<file path="src/rtl/ppl_pkg.sv">
`default_nettype none
package ppl_pkg;

    localparam int OP_W   = 3;
    localparam int CFG_W  = 24;
    localparam int LC_W   = 16;
    localparam int TS_W   = 16;
    localparam int MODE_W = 3;
    localparam int IDX_W  = 3;
    localparam int KIND_W = 2;

    localparam logic [OP_W-1:0] OP_TICK    = 3'd0;
    localparam logic [OP_W-1:0] OP_START   = 3'd1;
    localparam logic [OP_W-1:0] OP_RESTART = 3'd2;
    localparam logic [OP_W-1:0] OP_PAUSE   = 3'd3;
    localparam logic [OP_W-1:0] OP_UNPAUSE = 3'd4;
    localparam logic [OP_W-1:0] OP_STOP    = 3'd5;

    localparam logic [KIND_W-1:0] KIND_NONE  = 2'd0;
    localparam logic [KIND_W-1:0] KIND_START = 2'd1;
    localparam logic [KIND_W-1:0] KIND_LOOP  = 2'd2;
    localparam logic [KIND_W-1:0] KIND_YOYO  = 2'd3;

    localparam logic [IDX_W-1:0] REG_DURATION    = 3'd0;
    localparam logic [IDX_W-1:0] REG_START_DELAY = 3'd1;
    localparam logic [IDX_W-1:0] REG_LOOP_DELAY  = 3'd2;
    localparam logic [IDX_W-1:0] REG_YOYO_DELAY  = 3'd3;
    localparam logic [IDX_W-1:0] REG_LOOP_COUNT  = 3'd4;
    localparam logic [IDX_W-1:0] REG_TIME_SCALE  = 3'd5;
    localparam logic [IDX_W-1:0] REG_YOYO_ENABLE = 3'd6;
    localparam logic [IDX_W-1:0] REG_MODE_FLAGS  = 3'd7;

    localparam int MODE_FREE_RUN = 0;
    localparam int MODE_DILATED  = 1;
    localparam int MODE_STOP     = 2;

    typedef struct packed {
        logic moved;
        logic loop_ev;
        logic yoyo_ev;
        logic done_ev;
    } t_evt;

endpackage
`default_nettype wire

</file>
<file path="src/rtl/ppl_in_if.sv">
`default_nettype none
interface ppl_in_if #(
    parameter int DELTA_BITS = 16
);
    logic                        valid;
    logic                        ready;
    logic [ppl_pkg::OP_W-1:0]    op;
    logic [DELTA_BITS-1:0]       raw_delta;
    logic [DELTA_BITS-1:0]       dilated_delta;
    logic                        global_pause;

    modport source (output valid, op, raw_delta, dilated_delta, global_pause, input ready);
    modport sink   (input valid, op, raw_delta, dilated_delta, global_pause, output ready);
endinterface
`default_nettype wire

</file>
<file path="src/rtl/ppl_out_if.sv">
`default_nettype none
interface ppl_out_if #(
    parameter int TIME_BITS = 24
);
    logic                 valid;
    logic                 ready;
    logic [TIME_BITS-1:0] position;
    logic                 going_back;
    logic                 running;
    logic                 held;
    logic                 moved;
    logic                 loop_event;
    logic                 yoyo_event;
    logic                 done_event;

    modport source (output valid, position, going_back, running, held, moved, loop_event,
                    yoyo_event, done_event, input ready);
    modport sink   (input valid, position, going_back, running, held, moved, loop_event,
                    yoyo_event, done_event, output ready);
endinterface
`default_nettype wire

</file>
<file path="src/rtl/ppl_scale.sv">
`default_nettype none
module ppl_scale #(
    parameter int DELTA_BITS = 16
) (
    input  wire logic [DELTA_BITS-1:0]      i_raw_delta,
    input  wire logic [DELTA_BITS-1:0]      i_dilated_delta,
    input  wire logic                       i_use_dilated,
    input  wire logic [ppl_pkg::TS_W-1:0]   i_time_scale,
    output logic      [DELTA_BITS+7:0]      o_scaled
);
    localparam int PROD_W = DELTA_BITS + ppl_pkg::TS_W;

    logic [DELTA_BITS-1:0] delta;
    logic [PROD_W-1:0]     prod;

    assign delta    = i_use_dilated ? i_dilated_delta : i_raw_delta;
    // Q8.8 scale, fraction dropped
    assign prod     = PROD_W'(delta) * PROD_W'(i_time_scale);
    assign o_scaled = prod[PROD_W-1:8];
endmodule
`default_nettype wire

</file>
<file path="src/rtl/pingpong_loop_timeline_top.sv">
`default_nettype none
// An accepted input beat is registered in stage 1, then its result beat in the result register.
// Throughput: one item per cycle unless the output stalls; stage 1 registers the input and the scaled
// delta (one multiplier), stage 2 updates the timeline state into the result register.
// An output stall holds both stages; input ready follows from it.
// Reset (sync, active low) clears state and valids and loads the register defaults.
module pingpong_loop_timeline_top #(
    parameter int TIME_BITS  = 24,
    parameter int DELTA_BITS = 16
) (
    input  wire logic                          i_clk,
    input  wire logic                          i_rst_n,
    input  wire logic                          i_cfg_we,
    input  wire logic [ppl_pkg::IDX_W-1:0]     i_cfg_idx,
    input  wire logic [ppl_pkg::CFG_W-1:0]     i_cfg_data,
    ppl_in_if.sink                             i_in,
    ppl_out_if.source                          o_out
);
    localparam int CW  = ppl_pkg::CFG_W;
    localparam int SW  = DELTA_BITS + 8;
    localparam int M1  = (TIME_BITS > SW) ? TIME_BITS : SW;
    localparam int M2  = (M1 > CW) ? M1 : CW;
    localparam int PW  = M2 + 1;
    localparam int LCW = ppl_pkg::LC_W;

    // configuration
    logic [CW-1:0]                 r_dur, r_sdly, r_ldly, r_ydly;
    logic [LCW-1:0]                r_lc;
    logic [ppl_pkg::TS_W-1:0]      r_ts;
    logic                          r_yoyo;
    logic [ppl_pkg::MODE_W-1:0]    r_mode;

    always_ff @(posedge i_clk) begin
        if (!i_rst_n) begin
            r_dur  <= CW'(1000);
            r_sdly <= '0;
            r_ldly <= '0;
            r_ydly <= '0;
            r_lc   <= LCW'(1);
            r_ts   <= ppl_pkg::TS_W'(256);
            r_yoyo <= 1'b0;
            r_mode <= ppl_pkg::MODE_W'(6);
        end else if (i_cfg_we) begin
            unique case (i_cfg_idx)
                ppl_pkg::REG_DURATION:    r_dur  <= i_cfg_data;
                ppl_pkg::REG_START_DELAY: r_sdly <= i_cfg_data;
                ppl_pkg::REG_LOOP_DELAY:  r_ldly <= i_cfg_data;
                ppl_pkg::REG_YOYO_DELAY:  r_ydly <= i_cfg_data;
                ppl_pkg::REG_LOOP_COUNT:  r_lc   <= i_cfg_data[LCW-1:0];
                ppl_pkg::REG_TIME_SCALE:  r_ts   <= i_cfg_data[ppl_pkg::TS_W-1:0];
                ppl_pkg::REG_YOYO_ENABLE: r_yoyo <= i_cfg_data[0];
                ppl_pkg::REG_MODE_FLAGS:  r_mode <= i_cfg_data[ppl_pkg::MODE_W-1:0];
                default: ;
            endcase
        end
    end

    // handshake
    logic r_s1v, r_ov;
    logic adv, in_rdy;

    assign adv    = !r_ov || o_out.ready;
    assign in_rdy = !r_s1v || adv;
    assign i_in.ready = in_rdy;

    // stage 1
    logic [SW-1:0]              scaled;
    logic [SW-1:0]              r_s1_scaled;
    logic [ppl_pkg::OP_W-1:0]   r_s1_op;
    logic                       r_s1_gp;

    ppl_scale #(.DELTA_BITS(DELTA_BITS)) u_scale (
        .i_raw_delta     (i_in.raw_delta),
        .i_dilated_delta (i_in.dilated_delta),
        .i_use_dilated   (r_mode[ppl_pkg::MODE_DILATED]),
        .i_time_scale    (r_ts),
        .o_scaled        (scaled)
    );

    always_ff @(posedge i_clk) begin
        if (!i_rst_n) begin
            r_s1v <= 1'b0;
        end else if (in_rdy) begin
            r_s1v <= i_in.valid;
        end
        if (in_rdy && i_in.valid) begin
            r_s1_scaled <= scaled;
            r_s1_op     <= i_in.op;
            r_s1_gp     <= i_in.global_pause;
        end
    end

    // stage 2: timeline state
    logic [TIME_BITS-1:0]         r_pos, n_pos;
    logic [CW-1:0]                r_wait, n_wait;
    logic [ppl_pkg::KIND_W-1:0]   r_kind, n_kind;
    logic                         r_back, n_back;
    logic [LCW-1:0]               r_lf, n_lf;
    logic                         r_alive, n_alive;
    logic                         r_hold, n_hold;
    ppl_pkg::t_evt                n_evt;

    always_comb begin
        logic [CW-1:0]  dur;
        logic [PW-1:0]  scl_x, wait_x, pos_x, dur_x, p, pos_chk;
        logic           fin;
        logic           ticking;
        logic [LCW-1:0] lf_new;

        n_pos   = r_pos;
        n_wait  = r_wait;
        n_kind  = r_kind;
        n_back  = r_back;
        n_lf    = r_lf;
        n_alive = r_alive;
        n_hold  = r_hold;
        n_evt   = '0;

        dur     = (r_dur == '0) ? CW'(1) : r_dur;
        scl_x   = PW'(r_s1_scaled);
        wait_x  = PW'(r_wait);
        pos_x   = PW'(r_pos);
        dur_x   = PW'(dur);
        p       = '0;
        pos_chk = '0;
        fin     = 1'b0;
        lf_new  = (r_lf != '1) ? r_lf + LCW'(1) : r_lf;
        ticking = r_alive && !r_hold && !(r_s1_gp && !r_mode[ppl_pkg::MODE_FREE_RUN]);

        unique case (r_s1_op) inside
            ppl_pkg::OP_TICK: begin
                if (ticking) begin
                    if (r_wait != '0) begin
                        if (scl_x >= wait_x) begin
                            n_wait = '0;
                            if (r_kind == ppl_pkg::KIND_LOOP) n_evt.loop_ev = 1'b1;
                            else if (r_kind == ppl_pkg::KIND_YOYO) n_evt.yoyo_ev = 1'b1;
                        end else begin
                            n_wait = r_wait - r_s1_scaled[CW-1:0];
                        end
                    end else begin
                        if (r_back) p = (scl_x >= pos_x) ? '0 : pos_x - scl_x;
                        else p = pos_x + scl_x;
                        if (p > dur_x) p = dur_x;
                        n_pos = p[TIME_BITS-1:0];
                        n_evt.moved = 1'b1;
                        pos_chk = PW'(n_pos);
                        if (r_back) begin
                            fin = (pos_chk == '0);
                        end else if (pos_chk >= dur_x) begin
                            if (r_yoyo) begin
                                n_back = 1'b1;
                                n_wait = r_ydly;
                                if (r_ydly != '0) n_kind = ppl_pkg::KIND_YOYO;
                                else n_evt.yoyo_ev = 1'b1;
                            end else begin
                                fin = 1'b1;
                            end
                        end
                        if (fin) begin
                            n_lf = lf_new;
                            if (r_lc[LCW-1] || lf_new < r_lc) begin
                                n_wait = r_ldly;
                                n_pos  = '0;
                                n_back = 1'b0;
                                if (r_ldly != '0) n_kind = ppl_pkg::KIND_LOOP;
                                else n_evt.loop_ev = 1'b1;
                            end else begin
                                n_evt.done_ev = 1'b1;
                                if (r_mode[ppl_pkg::MODE_STOP]) n_alive = 1'b0;
                                else n_hold = 1'b1;
                            end
                        end
                    end
                end
            end
            ppl_pkg::OP_START, ppl_pkg::OP_RESTART: begin
                if (r_s1_op == ppl_pkg::OP_START || r_alive) begin
                    n_alive = 1'b1;
                    n_pos   = '0;
                    n_back  = 1'b0;
                    n_lf    = '0;
                    n_hold  = 1'b0;
                    n_wait  = r_sdly;
                    n_kind  = (r_sdly != '0) ? ppl_pkg::KIND_START : ppl_pkg::KIND_NONE;
                end
            end
            ppl_pkg::OP_PAUSE:   n_hold  = 1'b1;
            ppl_pkg::OP_UNPAUSE: n_hold  = 1'b0;
            ppl_pkg::OP_STOP:    n_alive = 1'b0;
            default: ;
        endcase
    end

    logic [TIME_BITS-1:0] r_o_pos;
    logic                 r_o_back, r_o_run, r_o_hold;
    ppl_pkg::t_evt        r_o_evt;

    always_ff @(posedge i_clk) begin
        if (!i_rst_n) begin
            r_ov    <= 1'b0;
            r_pos   <= '0;
            r_wait  <= '0;
            r_kind  <= ppl_pkg::KIND_NONE;
            r_back  <= 1'b0;
            r_lf    <= '0;
            r_alive <= 1'b0;
            r_hold  <= 1'b0;
        end else if (adv) begin
            r_ov <= r_s1v;
            if (r_s1v) begin
                r_pos   <= n_pos;
                r_wait  <= n_wait;
                r_kind  <= n_kind;
                r_back  <= n_back;
                r_lf    <= n_lf;
                r_alive <= n_alive;
                r_hold  <= n_hold;
            end
        end
        if (adv && r_s1v) begin
            r_o_pos  <= n_pos;
            r_o_back <= n_back;
            r_o_run  <= n_alive;
            r_o_hold <= n_hold;
            r_o_evt  <= n_evt;
        end
    end

    assign o_out.valid      = r_ov;
    assign o_out.position   = r_o_pos;
    assign o_out.going_back = r_o_back;
    assign o_out.running    = r_o_run;
    assign o_out.held       = r_o_hold;
    assign o_out.moved      = r_o_evt.moved;
    assign o_out.loop_event = r_o_evt.loop_ev;
    assign o_out.yoyo_event = r_o_evt.yoyo_ev;
    assign o_out.done_event = r_o_evt.done_ev;

    a_evt_onehot: assert property (@(posedge i_clk) disable iff (!i_rst_n)
        r_ov |-> $onehot0({r_o_evt.loop_ev, r_o_evt.yoyo_ev, r_o_evt.done_ev}))
        else $error("more than one timeline event in a beat");

    a_wait_kind: assert property (@(posedge i_clk) disable iff (!i_rst_n)
        (r_wait != '0) |-> (r_kind != ppl_pkg::KIND_NONE))
        else $error("pending delay without a kind");

    a_done_stops: assert property (@(posedge i_clk) disable iff (!i_rst_n)
        (r_ov && r_o_evt.done_ev) |-> (!r_o_run || r_o_hold))
        else $error("completion left the timeline running");

    a_moved_no_wait: assert property (@(posedge i_clk) disable iff (!i_rst_n)
        (r_s1v && adv && n_evt.moved) |-> (r_wait == '0))
        else $error("position moved while a delay was pending");

endmodule
`default_nettype wire

</file>
<file path="src/flat_wrapper.sv">
// flat-port wrapper written by rule: the top's interface ports become plain ports
module pingpong_loop_timeline_top_flat 
#(
    parameter int TIME_BITS  = 24,
    parameter int DELTA_BITS = 16
)
  (i_clk, i_rst_n, i_cfg_we, i_cfg_idx, i_cfg_data, i_in_valid, i_in_op, i_in_raw_delta, i_in_dilated_delta, i_in_global_pause, i_in_ready, o_out_valid, o_out_position, o_out_going_back, o_out_running, o_out_held, o_out_moved, o_out_loop_event, o_out_yoyo_event, o_out_done_event, o_out_ready);
  ppl_in_if #(.DELTA_BITS(DELTA_BITS)) i_in_i ();
  ppl_out_if #(.TIME_BITS(TIME_BITS)) o_out_i ();
  input  wire logic i_clk;
  input  wire logic i_rst_n;
  input  wire logic i_cfg_we;
  input  wire logic [ppl_pkg::IDX_W-1:0] i_cfg_idx;
  input  wire logic [ppl_pkg::CFG_W-1:0] i_cfg_data;
  input wire logic [$bits(i_in_i.valid)-1:0] i_in_valid;
  input wire logic [$bits(i_in_i.op)-1:0] i_in_op;
  input wire logic [$bits(i_in_i.raw_delta)-1:0] i_in_raw_delta;
  input wire logic [$bits(i_in_i.dilated_delta)-1:0] i_in_dilated_delta;
  input wire logic [$bits(i_in_i.global_pause)-1:0] i_in_global_pause;
  output wire logic [$bits(i_in_i.ready)-1:0] i_in_ready;
  output wire logic [$bits(o_out_i.valid)-1:0] o_out_valid;
  output wire logic [$bits(o_out_i.position)-1:0] o_out_position;
  output wire logic [$bits(o_out_i.going_back)-1:0] o_out_going_back;
  output wire logic [$bits(o_out_i.running)-1:0] o_out_running;
  output wire logic [$bits(o_out_i.held)-1:0] o_out_held;
  output wire logic [$bits(o_out_i.moved)-1:0] o_out_moved;
  output wire logic [$bits(o_out_i.loop_event)-1:0] o_out_loop_event;
  output wire logic [$bits(o_out_i.yoyo_event)-1:0] o_out_yoyo_event;
  output wire logic [$bits(o_out_i.done_event)-1:0] o_out_done_event;
  input wire logic [$bits(o_out_i.ready)-1:0] o_out_ready;
  assign i_in_i.valid = i_in_valid;
  assign i_in_i.op = i_in_op;
  assign i_in_i.raw_delta = i_in_raw_delta;
  assign i_in_i.dilated_delta = i_in_dilated_delta;
  assign i_in_i.global_pause = i_in_global_pause;
  assign i_in_ready = i_in_i.ready;
  assign o_out_valid = o_out_i.valid;
  assign o_out_position = o_out_i.position;
  assign o_out_going_back = o_out_i.going_back;
  assign o_out_running = o_out_i.running;
  assign o_out_held = o_out_i.held;
  assign o_out_moved = o_out_i.moved;
  assign o_out_loop_event = o_out_i.loop_event;
  assign o_out_yoyo_event = o_out_i.yoyo_event;
  assign o_out_done_event = o_out_i.done_event;
  assign o_out_i.ready = o_out_ready;
  pingpong_loop_timeline_top #(.TIME_BITS(TIME_BITS), .DELTA_BITS(DELTA_BITS)) u_core (.i_clk(i_clk), .i_rst_n(i_rst_n), .i_cfg_we(i_cfg_we), .i_cfg_idx(i_cfg_idx), .i_cfg_data(i_cfg_data), .i_in(i_in_i), .o_out(o_out_i));
endmodule
</file>
<file path="config.mk">
export PLATFORM = sky130hd
export DESIGN_NAME = pingpong_loop_timeline_top_flat
export DESIGN_NICKNAME = d
export VERILOG_FILES = /design/src/rtl/ppl_pkg.sv /design/src/rtl/ppl_in_if.sv /design/src/rtl/ppl_out_if.sv /design/src/rtl/ppl_scale.sv /design/src/rtl/pingpong_loop_timeline_top.sv /design/src/flat_wrapper.sv
export SDC_FILE = /design/constraint.sdc
export NUM_CORES = 1
export LEC_CHECK = 0
export BUFFER_PORTS_ARGS = -buffer_cell sky130_fd_sc_hd__buf_2
export CORE_MARGIN = 2
export CORE_UTILIZATION = 40
export DETAILED_ROUTE_END_ITERATION = 12
export GPL_ROUTABILITY_DRIVEN = 0
export PLACE_DENSITY_LB_ADDON = 0.3
export SYNTH_ARGS = -nofsm -noshare
export SYNTH_HDL_FRONTEND = slang
export SYNTH_HIERARCHICAL = 1
export SYNTH_SLANG_ARGS = --single-unit
</file>
<file path="constraint.sdc">
create_clock -name i_clk -period 17.15 [get_ports i_clk]
set_clock_uncertainty 0.2 [all_clocks]
set_input_delay 3.43 -clock i_clk [delete_from_list [all_inputs] [get_ports i_clk]]
set_output_delay 3.43 -clock i_clk [all_outputs]
set_load 0.005 [all_outputs]
</file>
==> results.md, run 1 <==
- DP Wirelength: 62,600 um
- Die height: 262 um
- Final min period: 9280 ps
- Yosys warns: 6
- Inst Count DP: 4,004
- NumNets Final: 3,671
- Max-Cap Viols: 0
- P&R area growth vs syn: 7.40%
- Arr. time, crit path: 9570 ps
- Router iterations before antenna repair: 5
- Worst hold slack: 263 ps
- TNS Setup: 0 ps
- Largest net degree at the start of global routing: 93
- Status: completed
- Endpoint class of the critical path: flip-flop
- Final setup viols: 0
- RSZ-0062 raised after global routing: no
- Synthesized Nets: 3,692
- I/O pin cnt: 101
- Die Wd: 262 um
- Die ar.: 68,700 um^2
- Min-delay worst type: flip-flop to flip-flop
- Buffers and inverters on the worst path: 3
- # hold bufs at CTS: 0
- Clk pin slew, worst setup/hold paths: 70 ps
- Top layer in use: met4
- Multi-input logic area: 18,800 um^2
- Fin crit share: 54.1%
- Post-CTS Resized: 0
- WL/cell: 20.2 um
- Most used flip-flop cell after synthesis: dfxtp_1
- CP max stage cell: nor2_2
- N_diodes: 0
- Final cell count without fillers: 4,056
- CTS tree: built
- Starting density of the core: 40.5%
- Vias per inst: 5.62
- Initial antenna violation count: 1
- Asr flop ratio synth: 0%
- Cell area power density: 70.1 nW/um^2
- Core area: 65,900 um^2
- Post-CTS setup buffer count: 0
- Crit-path max FO: 37
- Post-synthesis instance total: 3,191
- Vias in the first global route: 21,700
- Clk buf depth: 3
- Number of synthesized flops with an enable pin: 59
- H-Tree Depth: 1
- Fill cells: 6,596
- Port buffer count: 100
- CTS sink cnt: 262
- Slew Limit Fails: 0
- Peak per-stage delay on the critical path: 740 ps
- Final antenna-violating net count: 0
- Synthesis-stage register bit count: 262
- FF+latch area: 5840 um^2
- Slew @ Worst Pin: 1190 ps
- Num rows: 94
- Synth unique cells: 98
- Cell area after synthesis: 26,700 um^2
- Clock Latency Late Sink: 560 ps
- Aggregate global routing overflow: 0
- Layout cells sized above 1: 8.36%
- Post-Route M1 WL: 37,500 um
- Tot GR Track Use: 23.5%
- CP Data Required Time: 17,430 ps
- Final Hold Fails: 0
- DR DRC count: 0
- Commonest non-fill, non-tap cell in the layout: nand2_1
- Worst slew margin: 20.8%
- Sequential cell area fraction in the yosys report: 21.9%
- Root Driver: clkbuf_16
- Most frequent cells in the layout: nand2_1 (527), inv_1 (352), ha_1 (237), dfxtp_1 (203), fa_1 (196)
- Worst vdd ir: 58.2 uV
- Cts bufs inserted: 28
- Final WL: 82,100 um
- Met2 Routed Length: 36,400 um
- First-pass GRT wire length: 127,000 um
- Cell family with most CP delay: compound AO/OA/AOI/OAI gates
- Metal3 WL: 5510 um
- Avg Inst Size Synth: 8.35 um^2
- F_max: 108 MHz
- Leak pwr: 0.0124 uW
- 1st-iter DRT viols: 2,204
- Via count: 22,800
- CP startpoint kind: flip-flop
- Critical path type: flip-flop to flip-flop
[path summary, 6_finish.rpt]
kind	cells past startpoint	slack (ps)	start	end
worst max-delay path	35	7870	u_core/r_s1_scaled[14]$_DFFE_PP_	u_core/r_pos[22]$_SDFFE_PN0P_
worst min register to register	2	260	u_core/r_lc[12]$_SDFFE_PN0P_	u_core/r_lc[12]$_SDFFE_PN0P_
worst max register to register	35	7870	u_core/r_s1_scaled[14]$_DFFE_PP_	u_core/r_pos[22]$_SDFFE_PN0P_
worst min-delay path	2	260	u_core/r_lc[12]$_SDFFE_PN0P_	u_core/r_lc[12]$_SDFFE_PN0P_
[sequential cells by signal, summed over array words and instances, names as in the netlist, 2 cells and up]
signal,count
u_core/r_lc,16
u_core/r_ts,16
u_core/r_ldly,24
u_core/r_mode,3
u_core/r_kind,2
u_core/o_out.position,24
u_core/r_ydly,24
u_core/r_pos,24
u_core/r_s1_scaled,24
u_core/r_wait,24
u_core/r_dur,24
u_core/r_s1_op,3
u_core/r_lf,16
u_core/r_sdly,24
[report_power, final]
part,leakage [uW],switching (uW),internal [uW]
Sequential,0.00223,31.5,661
Clock,0.000437,270,356
Combinational,0.00972,444,245
Total,0.0124,745,1260
[cell usage after synthesis, types with 8 or more instances]
cell | instances | share of area (%)
o21ba_2 | 11 | 0.41
a21o_1 | 50 | 1.4
clkbuf_1 | 140 | 2.0
nand3_1 | 54 | 1.0
nor3_1 | 39 | 0.73
xnor2_1 | 61 | 2.0
mux2i_1 | 47 | 1.8
nor2_1 | 123 | 1.7
a32oi_1 | 11 | 0.36
o221ai_1 | 18 | 0.59
a31oi_1 | 15 | 0.35
o21bai_1 | 8 | 0.23
o21ai_0 | 109 | 2.0
nor2b_1 | 39 | 0.92
nor4_1 | 42 | 0.99
and3_1 | 25 | 0.59
inv_1 | 353 | 5.0
and4_1 | 8 | 0.26
and2_1 | 137 | 3.2
a211oi_1 | 13 | 0.37
o21ai_1 | 12 | 0.23
o22ai_1 | 8 | 0.19
buf_2 | 15 | 0.28
or3_1 | 23 | 0.54
o211ai_1 | 34 | 0.96
o31ai_1 | 14 | 0.39
dfxtp_1 | 203 | 15
or2_2 | 12 | 0.28
ha_1 | 237 | 11
a22o_1 | 12 | 0.39
nand2b_1 | 26 | 0.61
xor2_1 | 24 | 0.79
a21boi_0 | 129 | 3.6
a21oi_1 | 129 | 2.4
nand2_1 | 527 | 7.4
o21a_1 | 21 | 0.59
mux2_2 | 39 | 1.6
fa_1 | 196 | 15
o2111a_1 | 13 | 0.55
nand4_1 | 37 | 0.87
edfxtp_1 | 59 | 6.6
[worst reg2reg max path, delay by kind of cell, from the launching register on]
family	cells	cell delay, ps
compound gates	19	4170
simple gates	10	2610
fa+ha+maj	3	1280
buf+inv	3	510
flops	1	420
[stage by stage]
stage | power, uW | worst slack (ps) | instance area [um^2] | util [%]
finish | 2010 | 7870 | 28600 | 43.5
global route | 2110 | 7060 | 28600 | 43.5
CTS | 2010 | 8060 | 28600 | 43.5
detailed placement | 1380 | 7500 | 27700 | 42.0
global placement | 1380 | 7520 | 27700 | 42.0
floorplan | 1180 | 8060 | 26700 | -
[layout make-up]
type	count	area share, %
Multi-Input combinational cell	2408	65.7
Sequential cell	262	20.4
Inverter	353	4.63
Tap cell	864	3.78
Clock buffer	33	2.59
Timing Repair Buffer	117	2.20
Clock inverter	19	0.686
[layer usage]
| metal | global-route usage (%) | up-vias |
|---|---|---|
| met5 | 0 | - |
| met4 | 6.83 | 0 |
| met3 | 2.45 | 144 |
| met2 | 37.3 | 770 |
| met1 | 33.7 | 11100 |
| li1 | - | 10800 |
[kinds of logic (layout without fill, tap and decap cells)]
kind of cell             count (synthesis)  count (layout)  share of synthesized area [%]
AND/OR/NAND/NOR                       1119            1119                           20.0
AO/OA/AOI/OAI                          684             684                           18.4
buffers and inverters                  521             522                           7.59
adder cells (fa/ha/maj)                433             433                           25.8
flip-flops                             262             262                           21.9
multiplexers                            87              87                           3.46
XOR/XNOR                                85              85                           2.79
Note: power is estimated with default switching activity, not from simulation.
==> run 2: changes to the inputs <==
Settings changed: ABC_AREA set to 1.
Clock period 17.15 ns to 8.13 ns, I/O delays scaled along.
==> run 2 against run 1 <==
First-iteration DRC count rose by 11%; global-route usage rose by 1.3 points; cell area rose by 1.9%; die area rose by 0.40%; highest routed layer unchanged; core utilization rose by 0.76 points; largest power group is now combinational logic; critical path type unchanged; fmax rose by 21%; combinational power rose to 4.0 times the previous value.
==> results.md, run 2 <==
- Status: completed
- Count leader, synth: nand2_1
- Yosys warns: 6 (unchanged)
- Clock Latency Late Sink: 600 ps (+40 ps)
- F_max: 130 MHz (+21%)
- Leading area contributor after synthesis: dfxtp_1
- Num rows: 94 (unchanged)
- Worst slew margin: 10.4% (-10 points)
- # hold bufs at CTS: 0 (unchanged)
- Avg Inst Size Synth: 6.98 um^2 (-17%)
- Combinational power share: 47.4% (+13 points)
- Starting density of the core: 40.6% (+0.091 points)
- Arr. time, crit path: 8000 ps (-1570 ps)
- Cell area after synthesis: 26,800 um^2 (+0.40%)
- Most frequent cells in the layout: nand2_1 (853), inv_1 (632), nor2_1 (410), a21oi_1 (315)
- Final setup viols: 0 (unchanged)
- Most used flip-flop cell after synthesis: dfxtp_1
- Initial antenna violation count: 3 (+2)
- Dominant cells by area after synthesis: dfxtp_1 (15%), fa_1 (15%), nand2_1 (12%), ha_1 (11%), inv_1 (8.9%)
- Cell Int Power: 3250 uW (+160%)
- Worst vdd ir: 167 uV (+190%)
- P_sw: 2560 uW (+240%)
- Final antenna-violating net count: 0 (unchanged)
- Final WL: 87,200 um (+6.3%)
- Clk buf depth: 3 (unchanged)
- Hold Path Sink: u_core/r_mode[0]$_SDFFE_PN0P_
- Setup slack, reg-to-reg: 460 ps (-7400 ps)
- Die ar.: 69,000 um^2 (+0.40%)
- Yosys top cell area share: 15.2% (-0.061 points)
- Die Wd: 263 um (+0.20%)
- Leak pwr: 0.0144 uW (+16%)
- Die height: 263 um (+0.20%)
- CP Data Required Time: 8460 ps (-8970 ps)
- Cell area power density: 199 nW/um^2 (+180%)
- Fill cells: 6,849 (+3.8%)
- CTS sink cnt: 262 (unchanged)
- Final Hold Fails: 0 (unchanged)
- Crit-path max FO: 15 (-59%)
- Sequential Power Share: 26.4% (-8.1 points)
- Endpoint class of the critical path: flip-flop
- Slew Limit Fails: 0 (unchanged)
- Critical path type: flip-flop to flip-flop
- DP Wirelength: 68,900 um (+10%)
- Synthesis-stage register bit count: 262 (unchanged)
- Worst r2r dst: u_core/r_pos[5]$_SDFFE_PN0P_
- Synthesized Nets: 4,338 (+17%)
- Tot GR Track Use: 24.8% (+1.3 points)
- Hold_sp: u_core/r_mode[0]$_SDFFE_PN0P_
- Synth unique cells: 60 (-39%)
- RR Startpoint: u_core/r_s1_scaled[0]$_DFFE_PP_
- Via count: 25,200 (+11%)
- Min-delay worst type: flip-flop to flip-flop
- Post-synthesis instance total: 3,837 (+20%)
- First-pass GRT wire length: 135,000 um (+6.5%)
- FF+latch area: 5840 um^2 (unchanged)
- Power share of the clock group: 26.2% (-5.0 points)
- Cell family with most CP delay: simple AND/OR/NAND/NOR gates
- Peak per-stage delay on the critical path: 540 ps (-200 ps)
- TNS Setup: 0 ps (unchanged)
- CP startpoint kind: flip-flop
- Number of synthesized flops with an enable pin: 59 (unchanged)
- Max-Cap Viols: 0 (unchanged)
- Most common cell on crit path: nand2_1
- Final Util: 44.2% (+0.76 points)
- DR DRC count: 0 (unchanged)
- WL/cell: 18.3 um (-9.6%)
- Final min period: 7670 ps (-1620 ps)
- Cts bufs inserted: 28 (unchanged)
- Multi-input logic area: 17,800 um^2 (-5.3%)
- Largest net degree at the start of global routing: 72 (-23%)
- Clk pin slew, worst setup/hold paths: 60 ps (about the same)
- Hold Path Stages: 2 (unchanged)
- Top cells by count, synth: nand2_1 (853), inv_1 (634), nor2_1 (412)
- Sequential cell area fraction in the yosys report: 21.8% (-0.088 points)
- Core area: 66,000 um^2 (+0.18%)
- 1st-iter DRT viols: 2,441 (+11%)
- Commonest non-fill, non-tap cell in the layout: nand2_1
- CP max stage cell: edfxtp_1
- Vias per inst: 5.29 (-6.0%)
- Port buffer count: 100 (unchanged)
- RSZ-0062 raised after global routing: no
- H-Tree Depth: 1 (unchanged)
- Layout cells sized above 1: 8.48% (+0.12 points)
- I/O pin cnt: 101 (unchanged)
- Asr flop ratio synth: 0% (unchanged)
- Buffers and inverters on the worst path: 7 (+4)
- Switch share: 44.1% (+7.0 points)
- CTS tree: built
- Fin crit share: 94.3% (+40 points)
- Aggregate global routing overflow: 0 (unchanged)
- Root Driver: clkbuf_16
- Slew @ Worst Pin: 1340 ps (+151 ps)
- Vias in the first global route: 23,700 (+9.6%)
- P&R area growth vs syn: 9.03%
- NumNets Final: 4,381 (+19%)
- Router iterations before antenna repair: 5 (unchanged)
- Register-to-Register Path Depth: 47 (+34%)
run 2: cell types whose count changed in the layout (fill, tap and decap cells not counted), sizes merged, moves of 52 or more:
cell    previous run  this run
a21boi           133         9
inv              355       666
and2             137         0
nand2            527       895
o21ai            122       259
a21oi            130       329
nor2             125       422
xnor2             61         9
nand3             54       162
run 2: logic make-up (layout without fill, tap and decap cells):
logic type                 count (synthesis)  count (layout)  share of synthesized area (%)
AOI/OAI and AO/OA                        659             659                           13.3
xor gates and xnor gates                  54              54                           1.77
adders and majority gates                433             433                           25.7
buffers and inverters                    799             864                           11.7
DFF                                      262             262                           21.8
muxes                                      2               2                         0.0748
other                                      0               3                              0
and+or+nand+nor                         1628            1628                           25.6
run 2: stage by stage:
| stage | hold WS [ps] | total power [uW] | std cells | instance area (um^2) | setup WS [ps] |
|---|---|---|---|---|---|
| floorplan | 230 | 3480 | 3837 | 26800 | 1130 |
| global placement | 244 | 4230 | 4712 | 28000 | 313 |
| detailed placement | 252 | 4240 | 4712 | 28000 | 225 |
| CTS | 262 | 5780 | 4764 | 29100 | 580 |
| global route | 285 | 6200 | 4766 | 29200 | 22.7 |
| finish | 259 | 5810 | 4769 | 29200 | 462 |
run 2: power groups by stage:
stage | clock [uW] | sequential [uW] | combinational, uW
global placement | 0 | 1560 | 2670
CTS | 1550 | 1530 | 2700
global route | 1590 | 1540 | 3070
finish | 1520 | 1530 | 2750
detailed placement | 0 | 1560 | 2680
floorplan | 0 | 1510 | 1970
run 2: worst reg2reg max path, delay by kind of cell, from the launching register on:
family / cells / cell delay (ps)
simple gates: 28 / 2930
compound gates: 8 / 1600
fa+ha+maj: 4 / 1370
buf+inv: 7 / 970
flops: 1 / 540
run 2: layout make-up:
| class | instances | area share, % |
|---|---|---|
| timing repair buffer | 139 | 2.73 |
| tap | 864 | 3.70 |
| clock inverter | 16 | 1.02 |
| antenna | 3 | 0.0257 |
| sequential | 262 | 20.0 |
| inverter | 673 | 8.70 |
| clock buffer | 36 | 2.75 |
| multi-input combinational | 2776 | 61.1 |
run 2: per-layer routing:
layer / vias up / wire length [um] / share of wire (%) / track usage (%)
met4: 0 / 4020 / 4.6 / 10.6
li1: 12300 / - / - / -
met3: 187 / 6160 / 7.1 / 2.79
met2: 949 / 39000 / 45 / 40.0
met5: - / 0 / 0 / 0
met1: 11800 / 38100 / 44 / 33.6
run 2: repair_timing:
| action | CTS | global route |
|---|---|---|
| buffers inserted | 0 | 2 |
| endpoints found under the setup margin | 0 | 72 |
| gates resized for setup | 0 | 7 |
run 2: how the worst max path moves through the flow:
stage,from,end,slack [ps],depth (start not counted)
global route,u_core/r_s1_scaled[22]$_DFFE_PP_,u_core/r_wait[8]$_SDFFE_PN0P_,20,53
global placement,i_in_dilated_delta[7],u_core/r_s1_scaled[21]$_DFFE_PP_,310,24
floorplan,i_in_dilated_delta[12],u_core/r_s1_scaled[22]$_DFFE_PP_,1130,23
finish,u_core/r_s1_scaled[0]$_DFFE_PP_,u_core/r_pos[5]$_SDFFE_PN0P_,460,47
CTS,u_core/r_s1_scaled[20]$_DFFE_PP_,u_core/r_pos[5]$_SDFFE_PN0P_,580,48
detailed placement,i_in_dilated_delta[7],u_core/r_s1_scaled[21]$_DFFE_PP_,220,24
==> run 3: changes to the inputs <==
Settings changed: ABC_AREA 1 to 0.
==> run 3 against run 2 <==
Sequential cell count did not move; core utilization rose by 0.94 points; largest cell class unchanged; clock power shrank 9%; final cell count shrank 13%; die area decreased by 0.40%; sequential power fell by 5%; critical endpoint is now u_core/r_lf[3]$_SDFFE_PN0P_; fmax is 1.9% lower.
==> results.md, run 3 (same netlist as run 1, synthesis figures left out) <==
- Top layer in use: met4
- Commonest non-fill, non-tap cell in the layout: nand2_1
- DR DRC count: 0 (unchanged)
- First-pass GRT wire length: 131,000 um (-2.7%)
- P&R area growth vs syn: 11.6%
- Slew @ Worst Pin: 1180 ps (-156 ps)
- Initial antenna violation count: 0 (-3)
- DP Wirelength: 65,500 um (-5.0%)
- Core area: 65,900 um^2 (-0.18%)
- F_max: 128 MHz (-1.9%)
- Critical path type: flip-flop to flip-flop
- Via count: 23,300 (-7.5%)
- CP Data Required Time: 8410 ps (-50 ps)
- Max-Cap Viols: 0 (unchanged)
- Root Driver: clkbuf_16
- Final WL: 85,700 um (-1.8%)
- Tot GR Track Use: 24.4% (-0.33 points)
- Area after DPL: 28,400 um^2 (+1.4%)
- Crit-path max FO: 14 (-1)
- CP max stage cell: or4b_4
- Design Power: 4450 uW (-23%)
- RSZ-0062 raised after global routing: no
- Clk buf depth: 3 (unchanged)
- Fin crit share: 96.2% (+1.9 points)
- Post-route cell area: 29,700 um^2 (+1.9%)
- Register-to-Register Path Depth: 36 (-23%)
- 1st-iter DRT viols: 2,373 (-2.8%)
- Arr. time, crit path: 8100 ps (+100 ps)
- Worst vdd ir: 154 uV (-8.0%)
- Die height: 262 um (-0.20%)
- Slew Limit Fails: 0 (unchanged)
- Starting density of the core: 40.5% (-0.091 points)
- Cell area power density: 150 nW/um^2 (-25%)
- Die Wd: 262 um (-0.20%)
- Die ar.: 68,700 um^2 (-0.40%)
- Aggregate global routing overflow: 0 (unchanged)
- N_diodes: 0 (-3)
- Post-Route M1 WL: 38,700 um (+1.4%)
- Final Hold Fails: 0 (unchanged)
- WL/cell: 20.6 um (+13%)
- I/O pin cnt: 101 (unchanged)
- Peak per-stage delay on the critical path: 530 ps (about the same)
- Clk pin slew, worst setup/hold paths: 70 ps (about the same)
- Min-delay worst type: flip-flop to flip-flop
- Final setup viols: 0 (unchanged)
- Setup slack, reg-to-reg: 310 ps (-150 ps)
- Most frequent cells in the layout: nand2_1 (526), inv_1 (351), ha_1 (233), dfxtp_1 (200), fa_1 (196)
- Endpoint class of the critical path: flip-flop
- TNS Setup: 0 ps (unchanged)
- CTS sink cnt: 262 (unchanged)
- Router iterations before antenna repair: 6 (+1)
- Worst hold slack: 271 ps (+12.0 ps)
- Final min period: 7820 ps (+151 ps)
- Buffers and inverters on the worst path: 7 (unchanged)
- Layout cells sized above 1: 11.9% (+3.5 points)
- Met2 Routed Length: 38,400 um (-1.6%)
- CTS tree: built
- Cell family with most CP delay: compound AO/OA/AOI/OAI gates
- CP Depth: 36 (-23%)
- Worst slew margin: 21.1% (+11 points)
- Final antenna-violating net count: 0 (unchanged)
- Status: completed
- Metal3 WL: 5950 um (-3.3%)
- Hold Path Stages: 2 (unchanged)
- Largest net degree at the start of global routing: 75 (+4.2%)
- Vias per inst: 5.62 (+6.2%)
- Most common cell on crit path: buf_4
- CP startpoint kind: flip-flop
- Leak pwr: 0.0130 uW (-9.6%)
- Port buffer count: 100 (unchanged)
- H-Tree Depth: 1 (unchanged)
- Clock Latency Late Sink: 570 ps (-30 ps)
- Vias in the first global route: 22,100 (-6.9%)
- NumNets Final: 3,766 (-14%)
- Cts bufs inserted: 30 (+7.1%)
- Num rows: 94 (unchanged)
- Fill cells: 6,448 (-5.9%)
-- run 3: what timing repair did --
action	CTS	global route
endpoints found under the setup margin	0	98
resized for setup	0	51
hold buffers	0	0
buffers inserted	0	10
-- run 3: worst paths after layout --
check	from	endpoint
max	u_core/r_s1_scaled[10]$_DFFE_PP_	u_core/r_lf[3]$_SDFFE_PN0P_
min	u_core/r_dur[0]$_SDFFE_PN0P_	u_core/r_dur[0]$_SDFFE_PN0P_
max reg2reg	u_core/r_s1_scaled[10]$_DFFE_PP_	u_core/r_lf[3]$_SDFFE_PN0P_
min reg2reg	u_core/r_dur[0]$_SDFFE_PN0P_	u_core/r_dur[0]$_SDFFE_PN0P_
-- run 3: power by group --
part	internal, uW	switching, uW	total [uW]
sequential	1400	63.1	1460
combinational	619	999	1620
clock	803	572	1380
total	2820	1630	4450
-- run 3: final cells by class --
type,count,area [um^2],area share [%]
multi-input cells,2408,19000,64.0
repair buffers,210,1470,4.95
well taps,864,1080,3.63
inverters,353,1330,4.45
clock inverters,17,173,0.580
flip-flops and latches,262,5840,19.6
clock buffers,39,816,2.74
-- run 3: per-layer routing --
| metal | global-route usage, % | vias to the layer above |
|---|---|---|
| met3 | 3.40 | 156 |
| met4 | 7.00 | 0 |
| met5 | 0 | - |
| li1 | - | 11000 |
| met1 | 34.6 | 11300 |
| met2 | 38.8 | 877 |
-- run 3: worst min-delay path: cells and delay by family (launching register included) --
kind	cells	cell delay (ps)
and+or+nand+nor	1	50
DFF	1	310
AOI/OAI and AO/OA	1	70
-- run 3: per-stage QoR --
step           setup WS, ps  utilization (%)  std cells
6_report                310             45.2       4153
3_5_place_dp            229             43.2       4086
5_1_grt                13.7             45.2       4153
2_1_floorplan           617                -       3191
3_3_place_gp            214             43.2       4086
4_1_cts                 243             44.7       4142
